### config.mk
export PLATFORM = sky130hd
export DESIGN_NAME = gffr_loader
export DESIGN_NICKNAME = d
export VERILOG_FILES = /design/src/sv/grid_flood_fill_reachability_defines.svh /design/src/sv/gffr_pkg.sv /design/src/sv/gffr_loader.sv
export SDC_FILE = /design/constraint.sdc
export NUM_CORES = 1
export LEC_CHECK = 0
export BUFFER_PORTS_ARGS = -buffer_cell sky130_fd_sc_hd__buf_2
export CORE_MARGIN = 2
export CORE_UTILIZATION = 42
export CTS_BUF_LIST = sky130_fd_sc_hd__clkbuf_4 sky130_fd_sc_hd__clkbuf_8
export DETAILED_ROUTE_END_ITERATION = 8
export PLACE_DENSITY = 0.66
export SYNTH_ARGS = -nofsm -noshare
export SYNTH_HDL_FRONTEND = slang
export SYNTH_SLANG_ARGS = --single-unit
export TNS_END_PERCENT = 100
### constraint.sdc
create_clock -name i_clk -period 6.1 [get_ports i_clk]
set_clock_uncertainty 0.1 [all_clocks]
set_input_delay 0.305 -clock i_clk [delete_from_list [all_inputs] [get_ports i_clk]]
set_output_delay 0.305 -clock i_clk [all_outputs]
set_load 0.01 [all_outputs]
### src/sv/grid_flood_fill_reachability_defines.svh
// ----------------------------------------------------------------------------
// Grid flood fill reachability: assertion macros
// Concurrent assertion helpers used by the top-level RTL file of the block.
// ----------------------------------------------------------------------------
`ifndef GRID_FLOOD_FILL_REACHABILITY_DEFINES_SVH
`define GRID_FLOOD_FILL_REACHABILITY_DEFINES_SVH

`ifndef SYNTH
// Antecedent holds in this cycle, consequent in the same cycle.
`define GFFR_ASSERT_SAME(label, clk, rst_n, ante, cons) \
    label: assert property (@(posedge clk) disable iff (!rst_n) (ante) |-> (cons)) \
        else $error("gffr assertion failed");
// Antecedent holds in this cycle, consequent in the next cycle.
`define GFFR_ASSERT_NEXT(label, clk, rst_n, ante, cons) \
    label: assert property (@(posedge clk) disable iff (!rst_n) (ante) |=> (cons)) \
        else $error("gffr assertion failed");
`else
`define GFFR_ASSERT_SAME(label, clk, rst_n, ante, cons)
`define GFFR_ASSERT_NEXT(label, clk, rst_n, ante, cons)
`endif

`endif

### src/sv/gffr_pkg.sv
// ----------------------------------------------------------------------------
// gffr_pkg
// Types, sizes, codes and helper functions of the grid reachability block.
// ----------------------------------------------------------------------------
package gffr_pkg;

    localparam int MAX_COLUMNS = 64;
    localparam int MAX_ROWS    = 64;
    localparam int CELLS       = MAX_COLUMNS * MAX_ROWS;
    localparam int ADDR_W      = $clog2(CELLS);
    localparam int CNT_W       = $clog2(CELLS + 1);
    localparam int ROW_W       = $clog2(MAX_ROWS);
    localparam int COL_W       = $clog2(MAX_COLUMNS);
    localparam int STACK_W     = ROW_W + COL_W;
    localparam int MAX_DIM     = (MAX_COLUMNS > MAX_ROWS) ? MAX_COLUMNS : MAX_ROWS;
    localparam int DIM_W       = $clog2(MAX_DIM + 1);
    localparam int PROD_W      = ROW_W + DIM_W;
    localparam int CFG_W       = 7;
    localparam int EXT_W       = (CFG_W > DIM_W) ? CFG_W : DIM_W;
    localparam int CFG_IDX_W   = 1;
    localparam int TILE_W      = 3;

    localparam logic [CFG_IDX_W-1:0] CFG_COLUMNS = 1'b0;
    localparam logic [CFG_IDX_W-1:0] CFG_ROWS    = 1'b1;
    localparam logic [CFG_W-1:0]     CFG_DIM_RESET = 7'd64;

    localparam logic OP_LOAD  = 1'b0;
    localparam logic OP_SOLVE = 1'b1;

    localparam logic [TILE_W-1:0] TILE_WALL    = 3'd0;
    localparam logic [TILE_W-1:0] TILE_FLOOR   = 3'd1;
    localparam logic [TILE_W-1:0] TILE_COLLECT = 3'd2;
    localparam logic [TILE_W-1:0] TILE_EXIT    = 3'd3;
    localparam logic [TILE_W-1:0] TILE_START   = 3'd4;

    localparam logic [1:0] NB_UP    = 2'd0;
    localparam logic [1:0] NB_DOWN  = 2'd1;
    localparam logic [1:0] NB_RIGHT = 2'd2;
    localparam logic [1:0] NB_LEFT  = 2'd3;

    typedef struct packed {
        logic              op;
        logic [TILE_W-1:0] tile;
    } t_in_item;

    typedef struct packed {
        logic             solvable;
        logic [CNT_W-1:0] reached_collectibles;
        logic [CNT_W-1:0] total_collectibles;
        logic             exit_reached;
        logic             start_found;
    } t_out_item;

    // Summary of the loaded grid, handed from the loader to the solver.
    typedef struct packed {
        logic              start_seen;
        logic [ADDR_W-1:0] start_addr;
        logic [CNT_W-1:0]  total;
        logic              exit_present;
    } t_load_info;

    typedef enum logic [2:0] {
        ST_IDLE,
        ST_CLEAR,
        ST_SEED,
        ST_PROBE_A,
        ST_PROBE_B,
        ST_POP,
        ST_POP_WAIT,
        ST_DONE
    } t_state;

    function automatic logic passable(input logic [TILE_W-1:0] t);
        return (t == TILE_FLOOR) || (t == TILE_COLLECT) || (t == TILE_EXIT) ||
               (t == TILE_START);
    endfunction

    // A zero register acts as one; a value above the maximum acts as the maximum.
    function automatic logic [DIM_W-1:0] eff_dim(input logic [CFG_W-1:0] v,
                                                 input logic [DIM_W-1:0] maxv);
        logic [DIM_W-1:0] res;
        if (v == '0) begin
            res = DIM_W'(1);
        end else if (EXT_W'(v) > EXT_W'(maxv)) begin
            res = maxv;
        end else begin
            res = DIM_W'(v);
        end
        return res;
    endfunction

endpackage

### src/sv/gffr_loader.sv
// ----------------------------------------------------------------------------
// gffr_loader
// Raster-order cell loading: tile store writes, collectible count, exit flag,
// first start cell.
// ----------------------------------------------------------------------------
module gffr_loader
    import gffr_pkg::*;
(
    input  logic              i_clk,
    input  logic              i_rst_n,
    input  logic              i_load,
    input  logic              i_solve,
    input  logic [TILE_W-1:0] i_tile,
    input  logic [CNT_W-1:0]  i_cells,
    output logic              o_tile_we,
    output logic [ADDR_W-1:0] o_tile_waddr,
    output logic [TILE_W-1:0] o_tile_wdata,
    output t_load_info        o_info
);

    logic             r_restart;
    logic             n_restart;
    logic [CNT_W-1:0] r_pos;
    logic [CNT_W-1:0] n_pos;
    t_load_info       r_info;
    t_load_info       n_info;

    always_comb begin
        n_restart    = r_restart;
        n_pos        = r_pos;
        n_info       = r_info;
        o_tile_we    = 1'b0;
        o_tile_waddr = r_pos[ADDR_W-1:0];
        o_tile_wdata = i_tile;
        // The first load after a solve starts a fresh grid.
        if (i_load && r_restart) begin
            n_restart = 1'b0;
            n_pos     = '0;
            n_info    = '0;
        end
        if (i_load && (n_pos < i_cells)) begin
            o_tile_we    = 1'b1;
            o_tile_waddr = n_pos[ADDR_W-1:0];
            if (i_tile == TILE_COLLECT) begin
                n_info.total = n_info.total + CNT_W'(1);
            end
            if (i_tile == TILE_EXIT) begin
                n_info.exit_present = 1'b1;
            end
            if ((i_tile == TILE_START) && !n_info.start_seen) begin
                n_info.start_seen = 1'b1;
                n_info.start_addr = n_pos[ADDR_W-1:0];
            end
            n_pos = n_pos + CNT_W'(1);
        end
        if (i_solve) begin
            n_restart = 1'b1;
        end
    end

    always_ff @(posedge i_clk) begin
        if (!i_rst_n) begin
            r_restart <= 1'b0;
            r_pos     <= '0;
            r_info    <= '0;
        end else begin
            r_restart <= n_restart;
            r_pos     <= n_pos;
            r_info    <= n_info;
        end
    end

    assign o_info = r_info;

endmodule

==> results.md, run 1 <==
* Status: finished, final reports clean
* Vias post-DR at 2,526
* Kind of critical path: reg2out
* Slack of the critical path at between 1500 and 2000 ps
* Hpwl dp at 4950 um
* CP endpoint kind: output port
* TritonCTS clock tree: built
* Initial Util at approximately 43%
* Crit Reg-Reg Startpoint: r_restart
* Top Usage Layer GRT: met2
* GR Layer Usage met1 at 29.9%
* Post-synthesis area per instance at 7.70 um^2
* Unrepaired setup endpoints after global routing: false
* Area leader, netlist: dfxtp_1
* Area growth syn-to-layout at 16.3%
* Die area at 6690 um^2
* Share of flip-flops with an asynchronous set or reset after synthesis at 0%
* Sequential group share of total power at 50.3%
* Critical path data required time at 5690 ps
* Worst Tran Pin Value at about 750 ps
* Max clock buf depth at 2
* Initial antenna violation count at 0
* Post-Syn Area at about 2500 um^2
* Count leader, synth: nand2_1
* Max Fanout on Critical Path at 35
* Gr usage total at 21.4%
* Yosys reg bits at 41
* GR Layer Usage met3 at 4.62%
* Multi-input gate area at 1490 um^2
* GPL Wtd Cong at between 0.8 and 0.9
* Clock Latency Late Sink at 300 ps
* Vias in the first global route at 2,232
* Io pins at between 60 and 70
* Critical Path AT at 3770 ps
* Hold depth at 3
* Post-layout minimum cycle time at ~4200 ps
* Synth Net Count at 360
* Post-DR wirelength/cell at 14.8 um
* Ys Warns at 0
* Hold-critical path endpoint: r_restart
* Layout cell share with drive strength beyond 1 at 19.6%
* Nets at 408
* Worst slew margin at 50.0%
* EDFF count, synth at 0
* Main flop type after synthesis: dfxtp_1
* Antenna-violating nets left at 0
* Hold Path Class: in2reg
* Final instance area at 2950 um^2
* R2R cell count at 10
* Clock share of power at 40.5%
* Reg-to-reg endpoint: r_pos[8]
* List of most frequent post-synthesis cells: nand2_1, dfxtp_1, inv_1
* Cell Int Power at 0.407 mW
* Sequential-to-total area share from yosys stat at 32.3%
* NetSw at 0.136 mW
* Via/cell ratio at 5.58
* Pre-antenna DRT Iters at 4
* Gate power share at 9.3%
* Largest cells by area after synthesis: dfxtp_1, nand2_1, mux2i_1
* I/O Buffers at 62
* CTS root buffer: clkbuf_8
* Pleak at approximately 1.4 nW
* Core Region at ~5900 um^2
* Antenna fix cells at 0
* Setup TNS at 0 ps
* FF-to-FF setup slack at 2570 ps
* Cell variety after synth at 45
* Die height at 81.8 um
* Max Clk Rate at 0.240 GHz
* Die Wd at around 82 um
* Synth top area share at 32.3%
* Slew Viols, Final at 0
* Dpl ws at between 2000 and 2500 ps
* Dpl cell area at 2850 um^2
* Post-CTS Setup Bufs at 0
* Drt drc at 0
* First-pass GRT wire length at 11,100 um
* Register area at 821 um^2
* Largest net degree at the start of global routing at 37
* GRT met2 Usage at 33.3%
* Setup violations, final at 0
* H-Tree Depth at 2
* Final period util at 68.4%
* Power Density at 184 nW/um^2
* HP Start: i_solve
* Net Sw Frac at 25.0%
* Hold_buf cts at 0
* DRT Wirelength at 6710 um
* Max-cap viol count at 0
* Row cnt at 28
* Initial drt markers at 143
* Total CTS buffers at 5
* Syn Inst Count at 330
* Fin. Hold Viols at 0
* Clock transition at path regs at 80 ps
* Peak supply drop at 0.144 mV
* Post-CTS Resized at 0
* CP Launch Type: flop
* Overflow after GRT at 0
* Fillers at roughly 580
* Sink Count at 41
-- worst max-delay path, stage by stage, from the launching register on --
cell	delay, ps
dfxtp_1	560
nand2_2	200
buf_4	300
nand2_1	150
inv_1	80
ha_1	290
o221ai_1	110
o31ai_1	330
nand3_1	530
nand2_1	590
o21a_1	190
buf_2	130
-- state kept, by name (all words and copies together), names as in the netlist --
| name | flops |
|---|---|
| o_info | 27 |
| r_pos | 13 |
| r_restart | 1 |
-- how the worst max path moves through the flow --
stage                     startpoint              end  slack [ps]
after floorplan            r_restart       o_info[12]        2770
after global placement        i_load  o_tile_waddr[9]        2240
after detailed placement      i_load  o_tile_waddr[9]        2190
after CTS                  r_restart  o_tile_waddr[9]        1910
after global routing       r_restart  o_tile_waddr[8]        1590
final                      r_restart  o_tile_waddr[8]        1930
-- metrics by stage --
stage / hold slack (ps) / cells / utilization, % / power (mW)
2_1_floorplan: 322 / 330 / - / 0.312
3_3_place_gp: 342 / 446 / 48.4 / 0.328
3_5_place_dp: 347 / 446 / 48.4 / 0.329
4_1_cts: 95.5 / 453 / 50.2 / 0.546
5_1_grt: 117 / 453 / 50.2 / 0.563
6_report: 102 / 453 / 50.2 / 0.543
-- kinds of logic after synthesis --
kind of cell	Yosys count	synth area share (%)
multiplexers	18	7.14
XOR/XNOR	1	0.345
buffers and inverters	56	9.06
AND/OR/NAND/NOR	137	27.4
flip-flops	41	32.3
adder cells (fa/ha/maj)	11	5.32
AO/OA/AOI/OAI	66	18.4
-- cell usage in the layout (no fill, tap or decap), drive strengths merged, types with 3 or more instances in the layout --
master / netlist / layout
dfxtp: 41 / 41
and3: 9 / 9
inv: 34 / 34
and2: 6 / 6
o21a: 13 / 13
nor2: 7 / 7
a41o: 5 / 5
nand2: 51 / 51
a21oi: 13 / 13
or4: 6 / 6
nand3: 27 / 27
o22ai: 9 / 9
nand2b: 4 / 4
buf: 10 / 63
o31ai: 5 / 5
nor3b: 3 / 3
nor4: 3 / 3
ha: 10 / 10
a21boi: 4 / 4
mux2i: 17 / 17
clkbuf: 12 / 5
nor2b: 3 / 3
a31oi: 4 / 4
nor3: 7 / 7
nand4: 8 / 8
-- area by class of cell --
cell class | count | share of cell area [%]
Sequential cell | 41 | 27.8
Clock inverter | 2 | 1.19
Clock buffer | 5 | 2.33
Tap cell | 75 | 3.18
Timing Repair Buffer | 63 | 10.8
Inverter | 34 | 4.32
Multi-Input combinational cell | 233 | 50.4
-- power by group through the flow --
stage | Clock, mW | Sequential [mW] | Combinational (mW)
2_1_floorplan | 0 | 0.278 | 0.0345
3_3_place_gp | 0 | 0.279 | 0.0488
3_5_place_dp | 0 | 0.279 | 0.0498
4_1_cts | 0.223 | 0.273 | 0.0502
5_1_grt | 0.233 | 0.273 | 0.0569
6_report | 0.219 | 0.273 | 0.0502
-- per-layer routing --
metal,wire length [um],share of wire [%]
met3,423,6.3
met4,91,1.4
met5,0,0
met1,3210,48
met2,2990,45
Note: power is estimated with default switching activity, not from simulation.
==> inputs of run 2 (changes only) <==
==> constraint.sdc (replaced) <==
create_clock -name i_clk -period 3.9 [get_ports i_clk]
set_clock_uncertainty 0.1 [all_clocks]
set_input_delay 0.195 -clock i_clk [delete_from_list [all_inputs] [get_ports i_clk]]
set_output_delay 0.195 -clock i_clk [all_outputs]
set_load 0.01 [all_outputs]
==> results.md, run 2 (synthesis gave the netlist of run 1 again) <==
* Status: finished, final reports clean
* GR Layer Usage met3 at under 10%
* Critical Path AT at 3430 ps
* Hpwl dp at 4930 um
* Area growth syn-to-layout at 17.3%
* Slew Viols, Final at 0
* Max clock buf depth at 2
* Nets at 409
* Layout cell share with drive strength beyond 1 at 20.3%
* Gr usage total at 21.3%
* Core Region at 5890 um^2
* Crit path launch: r_restart
* CP Launch Type: flop
* Overflow after GRT at 0
* Kind of critical path: reg2out
* Pleak at 1.44 nW
* Clock transition at path regs at approximately 80 ps
* Max Clk Rate at 0.269 GHz
* Most frequent cells in the layout: buf_2, nand2_1, dfxtp_1
* Master of the slowest instance on the critical path: dfxtp_1
* Hold depth at 3
* Post-layout minimum cycle time at 3720 ps
* CP Buf/Inv Count at 2
* R2R cell count at 10
* Crit-path leading delay family: simple AND/OR/NAND/NOR gates
* Critical path data required time at 3610 ps
* CP peak stage delay at between 500 and 600 ps
* Crit path cell chain: nand2_2 -> nand2_1 -> inv_1 -> ha_1 -> nor2b_1 -> a21o_1 -> a21oi_1 -> and2_1 -> nand2_2 -> o21a_1 -> buf_2
* First-pass GRT wire length at 11,300 um
* Unrepaired setup endpoints after global routing: false
* GPL Wtd Cong at 0.914
* DRT Wirelength at 6660 um
* Dpl ws at 285 ps
* GRT met2 Usage at 33.4%
* Post-DR wirelength/cell at 14.6 um
* H-Tree Depth at 2
* Die area at roughly 6700 um^2
* Most used cell, CP: nand2_2
* Setup TNS at 0 ps
* Hold Path Class: in2reg
* Via/cell ratio at 5.53
* Power Density at 292 nW/um^2
* Top Usage Layer GRT: met2
* Setup violations, final at 0
* Initial Util at 43.2%
* I/O Buffers at 62
* Vias post-DR at between 2,000 and 3,000
* HP Start: i_solve
* CTS root buffer: clkbuf_8
* Antenna fix cells at 0
* Io pins at 63
* Slack of the critical path at 180 ps
* Hold-critical path endpoint: r_restart
* Hold_buf cts at 0
* CP endpoint kind: output port
* Initial antenna violation count at 0
* Final period util at 95.4%
* Fillers at 616
* Row cnt at 28
* Die height at 81.8 um
* Initial drt markers at 170
* Clock Latency Late Sink at 300 ps
* Post-CTS Setup Bufs at 0
* Max reg flops at 27
* Drt drc at 0
* Max-cap viol count at 0
* Fin. Hold Viols at 0
* Die Wd at 81.8 um
* Final instance area at 2980 um^2
* Commonest non-fill, non-tap cell in the layout: buf_2
* TritonCTS clock tree: built
* Post-CTS Resized at 0
* Sink Count at 41
* Max Fanout on Critical Path at 16
* Peak supply drop at 0.257 mV
* Total CTS buffers at 5
* Worst slew margin at 44.4%
* Crit Reg-Reg Startpoint: r_restart
* Reg-to-reg endpoint: r_pos[10]
* Largest net degree at the start of global routing at 37
* Pre-antenna DRT Iters at 4
* Vias in the first global route at around 2,400
* FF-to-FF setup slack at 280 ps
* Antenna-violating nets left at 0
* GR Layer Usage met1 at 29.9%
* Worst Tran Pin Value at approximately 830 ps
* Dpl cell area at around 2900 um^2
run 2: metal layers:
| metal | vias up | routed length (um) |
|---|---|---|
| met5 | - | 0 |
| met4 | 0 | 76 |
| met3 | 9 | 396 |
| met2 | 78 | 2930 |
| met1 | 1148 | 3260 |
| li1 | 1280 | - |
run 2: worst max-delay path by stage:
stage / cells past startpoint / end
4_1_cts: 11 / o_tile_waddr[9]
6_report: 11 / o_tile_waddr[9]
5_1_grt: 11 / o_tile_waddr[8]
3_3_place_gp: 10 / r_pos[10]
2_1_floorplan: 14 / o_info[12]
3_5_place_dp: 10 / r_pos[10]
run 2: area by class of cell:
type | count | area [um^2] | area share, %
multi-input cells | 233 | 1490 | 50.1
flip-flops and latches | 41 | 821 | 27.6
repair buffers | 64 | 325 | 10.9
inverters | 34 | 128 | 4.28
well taps | 75 | 93.8 | 3.15
clock buffers | 6 | 82.6 | 2.77
clock inverters | 2 | 37.5 | 1.26
run 2: through the flow:
step / std cells / power (mW) / util [%] / hold WS, ps
final: 455 / 0.871 / 50.6 / 14.8
after global routing: 455 / 0.906 / 50.6 / 46.0
after CTS: 455 / 0.878 / 50.6 / 15.0
after detailed placement: 447 / 0.514 / 48.5 / 326
after global placement: 447 / 0.512 / 48.5 / 322
after floorplan: 330 / 0.488 / - / 212
run 2: tightest hold or removal path: stages:
cell and delay, ps:
buf_2 80, a21oi_1 30, nor2_1 70
run 2: where the power goes:
group | switching (mW) | internal, mW | leakage [nW]
logic | 0.0493 | 0.0281 | 1.05
registers | 0.00456 | 0.422 | 0.331
clock network | 0.159 | 0.208 | 0.0574
